File: src/rtl/kcd_pkg.sv
// ----------------------------------------------------------------------------
// kcd_pkg
// shared types and constants of the key chord detector
// ----------------------------------------------------------------------------
package kcd_pkg;

    localparam int KEY_W       = 16;
    localparam int TIME_W      = 32;
    localparam int ACT_W       = 8;
    localparam int SETTLE_W    = 16;
    localparam int MAX_SLOTS   = 4;
    localparam int SLOT_IDX_W  = 2;
    localparam int POWER_BIT   = 6;

    localparam int CFG_IDX_W   = 3;
    localparam int CFG_DATA_W  = 32;

    localparam int IN_DATA_W   = 48;
    localparam int OUT_DATA_W  = 16;
    localparam int OUTCOME_W   = 2;

    localparam logic [KEY_W-1:0] ELIGIBLE_RESET = 16'h007F;

    typedef enum logic [CFG_IDX_W-1:0] {
        REG_COMBO_A   = 3'd0,
        REG_COMBO_B   = 3'd1,
        REG_COMBO_C   = 3'd2,
        REG_COMBO_D   = 3'd3,
        REG_ACTIONS   = 3'd4,
        REG_ELIGIBLE  = 3'd5,
        REG_SETTLE    = 3'd6
    } t_cfg_reg;

    localparam int CFG_COMBO_BASE = int'(REG_COMBO_A);

    typedef enum logic [OUTCOME_W-1:0] {
        OUT_NONE     = 2'd0,
        OUT_CONSUMED = 2'd1,
        OUT_FIRED    = 2'd2
    } t_outcome;

    typedef struct packed {
        logic                  exact_hit;
        logic [SLOT_IDX_W-1:0] exact_slot;
        logic                  subset_hit;
    } t_match;

endpackage

File: src/rtl/kcd_match.sv
// ----------------------------------------------------------------------------
// kcd_match
// parallel compare of a key mask against the combo slots
// ----------------------------------------------------------------------------
module kcd_match #(
    parameter int SLOTS = kcd_pkg::MAX_SLOTS
) (
    input  logic [kcd_pkg::KEY_W-1:0] i_keys,
    input  logic [kcd_pkg::KEY_W-1:0] i_masks [SLOTS],
    output kcd_pkg::t_match           o_match
);

    always_comb begin
        o_match = '0;
        // walk downward so the lowest matching slot wins
        for (int s = SLOTS - 1; s >= 0; s--) begin
            if (i_keys != '0 && i_masks[s] == i_keys) begin
                o_match.exact_hit  = 1'b1;
                o_match.exact_slot = kcd_pkg::SLOT_IDX_W'(s);
            end
            if (i_masks[s] != '0 && (i_masks[s] & i_keys) == i_keys) begin
                o_match.subset_hit = 1'b1;
            end
        end
    end

endmodule

File: src/rtl/key_chord_detector.sv
// ----------------------------------------------------------------------------
// key_chord_detector
// masks held keys, matches them against combo slots, fires a slot's action
// once the grip has settled and swallows frames until all keys are up
// ----------------------------------------------------------------------------
// channel  direction  handshake               beat contents
// s        in         i_s_tvalid/o_s_tready   pressed_keys, now_ms
// m        out        o_m_tvalid/i_m_tready   outcome, fired_action, held flags
// cfg      in         i_cfg_valid/o_cfg_ready register index, write data
//
// one frame per cycle sustained while m does not stall; a frame passes the input
// beat register, then slot compare and timer subtract into the result register
// reset is synchronous and clears the state and the register file defaults
// a stall on m holds the result register; the input register keeps accepting
// while the result register is free or being drained in the same cycle
// ----------------------------------------------------------------------------
module key_chord_detector #(
    parameter int SLOTS = kcd_pkg::MAX_SLOTS
) (
    input  logic                             i_clk,
    input  logic                             i_rst_n,
    // [15:0] pressed_keys, [47:16] now_ms
    input  logic [kcd_pkg::IN_DATA_W-1:0]    i_s_tdata,
    input  logic                             i_s_tvalid,
    output logic                             o_s_tready,
    // [1:0] outcome, [9:2] fired_action, [10] user_chord_held,
    // [11] power_chord_held, [15:12] zero
    output logic [kcd_pkg::OUT_DATA_W-1:0]   o_m_tdata,
    output logic                             o_m_tvalid,
    input  logic                             i_m_tready,
    input  logic                             i_cfg_valid,
    output logic                             o_cfg_ready,
    input  logic [kcd_pkg::CFG_IDX_W-1:0]    i_cfg_index,
    input  logic [kcd_pkg::CFG_DATA_W-1:0]   i_cfg_data
);

    localparam int KW = kcd_pkg::KEY_W;
    localparam int TW = kcd_pkg::TIME_W;
    localparam int AW = kcd_pkg::ACT_W;

    logic [KW-1:0]               r_combo_mask [SLOTS];
    logic [kcd_pkg::CFG_DATA_W-1:0] r_actions;
    logic [KW-1:0]               r_eligible;
    logic [kcd_pkg::SETTLE_W-1:0] r_settle;

    logic [KW-1:0]               r_prev_keys;
    logic [TW-1:0]               r_change_time;
    logic                        r_swallow;

    logic                        r_in_valid;
    logic [KW-1:0]               r_in_keys;
    logic [TW-1:0]               r_in_now;

    logic                        r_out_valid;
    kcd_pkg::t_outcome           r_outcome;
    logic [AW-1:0]               r_action;
    logic                        r_user_held;
    logic                        r_power_held;

    logic                        advance;
    logic [KW-1:0]               keys;
    logic                        multi;
    logic                        changed;
    logic [TW-1:0]               elapsed;
    logic [AW-1:0]               slot_act;
    kcd_pkg::t_match             match;

    kcd_pkg::t_outcome           n_outcome;
    logic [AW-1:0]               n_action;
    logic                        n_swallow;
    logic                        n_user_held;
    logic                        n_power_held;

    assign advance    = r_in_valid && (!r_out_valid || i_m_tready);
    assign o_s_tready = !r_in_valid || advance;
    assign o_cfg_ready = 1'b1;

    assign keys  = r_in_keys & r_eligible;
    assign multi = (keys & (keys - KW'(1))) != '0;

    kcd_match #(
        .SLOTS (SLOTS)
    ) u_match (
        .i_keys  (keys),
        .i_masks (r_combo_mask),
        .o_match (match)
    );

    assign changed  = keys != r_prev_keys;
    assign elapsed  = changed ? '0 : (r_in_now - r_change_time);
    assign slot_act = r_actions[AW*match.exact_slot +: AW];

    always_comb begin
        n_outcome    = kcd_pkg::OUT_NONE;
        n_action     = '0;
        n_swallow    = r_swallow;
        n_user_held  = multi && match.exact_hit;
        n_power_held = keys[kcd_pkg::POWER_BIT] && match.subset_hit;
        if (r_swallow) begin
            n_outcome = kcd_pkg::OUT_CONSUMED;
            if (keys == '0) begin
                n_swallow = 1'b0;
            end
        end else if (multi && match.subset_hit) begin
            if (elapsed < TW'(r_settle)) begin
                n_outcome = kcd_pkg::OUT_CONSUMED;
            end else if (match.exact_hit && slot_act != '0) begin
                n_outcome = kcd_pkg::OUT_FIRED;
                n_action  = slot_act;
                n_swallow = 1'b1;
            end
        end
    end

    // register file
    always_ff @(posedge i_clk) begin
        if (!i_rst_n) begin
            for (int s = 0; s < SLOTS; s++) begin
                r_combo_mask[s] <= '0;
            end
            r_actions  <= '0;
            r_eligible <= kcd_pkg::ELIGIBLE_RESET;
            r_settle   <= '0;
        end else if (i_cfg_valid) begin
            for (int s = 0; s < SLOTS; s++) begin
                if (i_cfg_index == kcd_pkg::CFG_IDX_W'(kcd_pkg::CFG_COMBO_BASE + s)) begin
                    r_combo_mask[s] <= i_cfg_data[KW-1:0];
                end
            end
            case (i_cfg_index)
                kcd_pkg::REG_ACTIONS:  r_actions  <= i_cfg_data;
                kcd_pkg::REG_ELIGIBLE: r_eligible <= i_cfg_data[KW-1:0];
                kcd_pkg::REG_SETTLE:   r_settle   <= i_cfg_data[kcd_pkg::SETTLE_W-1:0];
                default: ;
            endcase
        end
    end

    // frame state, updated as each frame moves into the result register
    always_ff @(posedge i_clk) begin
        if (!i_rst_n) begin
            r_prev_keys   <= '0;
            r_change_time <= '0;
            r_swallow     <= 1'b0;
        end else if (advance) begin
            r_swallow <= n_swallow;
            if (!r_swallow && changed) begin
                r_prev_keys   <= keys;
                r_change_time <= r_in_now;
            end
        end
    end

    // input beat register
    always_ff @(posedge i_clk) begin
        if (!i_rst_n) begin
            r_in_valid <= 1'b0;
        end else if (o_s_tready) begin
            r_in_valid <= i_s_tvalid;
        end
    end

    always_ff @(posedge i_clk) begin
        if (o_s_tready && i_s_tvalid) begin
            r_in_keys <= i_s_tdata[KW-1:0];
            r_in_now  <= i_s_tdata[KW +: TW];
        end
    end

    // result register
    always_ff @(posedge i_clk) begin
        if (!i_rst_n) begin
            r_out_valid <= 1'b0;
        end else if (advance) begin
            r_out_valid <= 1'b1;
        end else if (i_m_tready) begin
            r_out_valid <= 1'b0;
        end
    end

    always_ff @(posedge i_clk) begin
        if (advance) begin
            r_outcome    <= n_outcome;
            r_action     <= n_action;
            r_user_held  <= n_user_held;
            r_power_held <= n_power_held;
        end
    end

    assign o_m_tvalid = r_out_valid;
    assign o_m_tdata  = {4'b0000, r_power_held, r_user_held, r_action, r_outcome};

    a_fire_has_action: assert property (@(posedge i_clk) disable iff (!i_rst_n)
        r_out_valid && r_outcome == kcd_pkg::OUT_FIRED |-> r_action != '0)
        else $error("fired result without action code");

    a_action_only_on_fire: assert property (@(posedge i_clk) disable iff (!i_rst_n)
        r_out_valid && r_outcome != kcd_pkg::OUT_FIRED |-> r_action == '0)
        else $error("action code on a result that did not fire");

    a_fire_starts_swallow: assert property (@(posedge i_clk) disable iff (!i_rst_n)
        advance && n_outcome == kcd_pkg::OUT_FIRED |=> r_swallow)
        else $error("swallowing not entered after fire");

    a_swallow_consumes: assert property (@(posedge i_clk) disable iff (!i_rst_n)
        advance && r_swallow |-> n_outcome == kcd_pkg::OUT_CONSUMED)
        else $error("frame not consumed while swallowing");

endmodule
File: config.mk
export PLATFORM = sky130hd
export DESIGN_NAME = key_chord_detector
export DESIGN_NICKNAME = d
export VERILOG_FILES = /design/src/rtl/kcd_pkg.sv /design/src/rtl/kcd_match.sv /design/src/rtl/key_chord_detector.sv
export SDC_FILE = /design/constraint.sdc
export NUM_CORES = 1
export LEC_CHECK = 0
export ABC_AREA = 1
export BUFFER_PORTS_ARGS = -buffer_cell sky130_fd_sc_hd__clkbuf_2
export CAP_MARGIN = 20
export CORE_UTILIZATION = 55
export DETAILED_ROUTE_END_ITERATION = 8
export MAX_ROUTING_LAYER = met4
export PLACE_DENSITY = 0.78
export SLEW_MARGIN = 20
export SYNTH_ARGS = -nofsm -noshare
export SYNTH_HDL_FRONTEND = slang
export SYNTH_SLANG_ARGS = --single-unit
File: constraint.sdc
create_clock -name i_clk -period 4.3 [get_ports i_clk]
set_input_delay 0.215 -clock i_clk [delete_from_list [all_inputs] [get_ports i_clk]]
set_output_delay 0.215 -clock i_clk [all_outputs]
set_load 0.1 [all_outputs]
==> flow_summary.yaml <==
route:
  wire_per_inst_um: 15.9
  drt_iter0_drc: 933
  first_pass_iters: 7
  drcViolationCount: 0
  viasPerCell: 5.32
  ant_nets: 0
  routed_wl_mm: 37.4
  vias: 12500
sta:
  hold_violations: 0
  skew_ns: 0.0150
  min_period_ns: 3.55
  timing.fmax_ghz: 0.281
  drv_slew: 0
  rsz0062_at_grt: "no"
  setup_violations: 0
  timing.slew.headroom: 0.344
  setup-tns-final_ns: 0
  period_share: 0.827
  tightestPinTransition_ns: 0.982
synth:
  synth_top_area_frac: 0.264
  ys_ff_latch: 239
  yosysSeqAreaShare: 0.397
  yosysTopAreaCell: "dfxtp_1"
  synth.distinct_cells: 48
  synth_enable_flop_cells: 60
  yosys-top-cells-area: "dfxtp_1 26%, edfxtp_1 13%, nand2_1 11%"
  synth_area_um2: 13600
  avgSynthCellArea_um2: 7.27
  synth_warnings: 0
  synthCells: 1866
  ys.flop_type: "dfxtp_1"
  synth_async_sr_flop_share: 0
die:
  ios: 107
  dieHeight_um: 159
  initial_core_util: 0.559
  die_w_um: 159
  die_area_um2: 25300
  core_area_um2: 24200
  fp-row-count: 57
outcome:
  status: "finished, final reports clean"
power:
  peakVddDrop_mv: 0.365
  p_total_mw: 5.81
  power.density_nw_per_um2: 368
  leakage_nw: 7.46
critical_path:
  cp-start-kind: "flop"
  cp-end-kind: "flop"
  crit_fanout: 10
  worstPathArrival_ns: 3.87
  required_ns: 4.61
  reg2regPathDepth: 20
  path_class: "flop to flop"
finish:
  drive_above_1_share: 0.101
  diodes: 0
  layout.nets: 2206
  seq_area_um2: 5390
  fillers: 2150
  areaGrowthSynthToFinish_pct: 16.6
  multi_input_area_um2: 6740
clock_tree:
  root_buffer: "clkbuf_16"
  ctsResizeCount: 0
  htreeDepth: 1
  path_clk_slew_ns: 0.06
  numCtsBuffers: 27
  clockBufferDepth: 3
  clkLatencyLatePin_ns: 0.56
  numClockSinks: 239
  cts_tree: "done"
placed_design:
  gpl.final_weighted_congestion: 0.948
  port-buffer-count: 101
  hpwlAfterDp_mm: 26.6
global_route:
  grt_use_total: 0.304
  gr-total-overflow: 0
  grt_pass1_vias: 11700
  grt_pass1_wl_mm: 59.7
  grt_max_degree: 103
  antenna_found_initial: 0
flow_run:
  drv_cap: 0
min_path:
  holdPathStages: 3
  hold_class: "primary input to flop"
==> cells in the mapped netlist (6+ instances only) <==
cell / n
nand2_1: 402
inv_1: 287
nor2_1: 182
o21ai_0: 180
dfxtp_1: 179
a21oi_1: 161
ha_1: 110
nand3_1: 78
edfxtp_1: 60
clkbuf_1: 47
nand4_1: 35
nor4_1: 34
inv_2: 14
nand2_2: 13
buf_4: 9
nor3_1: 8
nand2_4: 6
xnor2_1: 6
==> cell families after synthesis <==
| kind of cell | Yosys count | share of synthesized area |
|---|---|---|
| and+or+nand+nor | 782 | 0.253 |
| buffers and inverters | 369 | 0.107 |
| AOI/OAI and AO/OA | 356 | 0.135 |
| DFF | 239 | 0.397 |
| adders and majority gates | 111 | 0.103 |
| xor gates and xnor gates | 7 | 0.00452 |
| other | 2 | 0.000554 |
==> registers in the layout, indices dropped and copies added, names as in the netlist, 2 cells and up <==
signal / count
r_action: 8
r_actions: 32
r_change_time: 32
r_combo_mask: 64
r_eligible: 16
r_in_keys: 16
r_in_now: 32
r_outcome: 2
r_prev_keys: 16
r_settle: 16
==> where the power goes <==
group	internal [mW]	total, mW	switching, mW
clock network	1.37	2.33	0.963
registers	2.42	2.47	0.0517
logic	0.343	1.02	0.674
total	4.12	5.81	1.69
==> final cells by class <==
cell class                 count  share of cell area
tap                          324              0.0256
multi-input combinational   1261               0.426
clock inverter                11             0.00689
clock buffer                  39              0.0507
inverter                     303              0.0720
sequential                   239               0.341
timing repair buffer         175              0.0779
==> what timing repair did <==
| item | 4_1_cts | 5_1_grt |
|---|---|---|
| hold buffers | 67 | 0 |
| endpoints found under the hold margin | 66 | 0 |
| setup buffers | 0 | 0 |
==> stage by stage <==
step	setup WS (ns)	hold WS, ns	instance area [µm²]	util	std cells
2_1_floorplan	0.942	0.314	13600	-	1869
3_3_place_gp	0.968	0.391	14200	0.587	2235
3_5_place_dp	0.787	0.394	14200	0.587	2235
4_1_cts	0.778	0.0489	15800	0.652	2352
5_1_grt	0.524	0.0708	15800	0.652	2352
6_report	0.746	0.0753	15800	0.652	2352
==> path summary, 6_finish.rpt <==
kind              slack (ns)                      start                          to
setup / recovery        0.75     r_in_keys[8]$_DFFE_PP_   r_action[3]$_SDFFCE_PP0P_
hold / removal          0.08              i_cfg_data[2]  r_eligible[2]$_SDFFE_PN1P_
setup reg to reg        0.75     r_in_keys[8]$_DFFE_PP_   r_action[3]$_SDFFCE_PP0P_
hold reg to reg         0.45  r_actions[9]$_SDFFE_PN0P_   r_actions[9]$_SDFFE_PN0P_
==> critical path, stage by stage (launching register included) <==
cell and delay (ns):
edfxtp_1 0.38, nand2_2 0.13, inv_1 0.12, nand2_1 0.08, nand2_1 0.05, nor2_1 0.08, nand2_1 0.08, nor2_1 0.25
and2_1 0.21, clkinv_1 0.28, a21oi_1 0.22, o21a_1 0.15, ha_1 0.22, nand2_1 0.06, inv_1 0.06, a221oi_1 0.25
o21ai_0 0.13, a31oi_1 0.19, nand3_2 0.17, nand2_4 0.16, nor2_1 0.06
==> placed cells by master (no fill, tap or decap), types with 2 or more instances in the layout <==
cell type      instances
inv_2                 14
and2_1                 4
inv_1                286
nand2_2               13
clkbuf_1               5
clkbuf_8               6
nand3_2                2
a21oi_1              161
clkinv_4               2
nand3b_1               4
dfxtp_1              179
ha_1                 110
buf_4                  8
nand4_1               35
nand3_1               77
o21a_1                 4
conb_1                 5
nand3_4                2
edfxtp_1              60
o21bai_1               2
dlygate4sd3_1         67
clkbuf_2             100
clkinvlp_4             2
clkinv_1               2
clkinv_2               5
nor3_1                 8
nor3_2                 3
clkbuf_16             28
nor2_1               182
nor2_4                 2
nand2_1              402
or2_2                  2
a211oi_1               3
xnor2_1                6
nand2_4                6
nor2_2                 2
nor4_1                34
o21ai_0              180
==> routing by layer <==
metal | global-route usage | wire length [µm] | vias to the layer above
met5 | - | 0 | -
met4 | 0.100 | 1260 | 0
met3 | 0.0430 | 2040 | 89
met2 | 0.508 | 17700 | 368
met1 | 0.378 | 16400 | 5711
li1 | - | - | 6345
(Power assumes the default switching activity.)
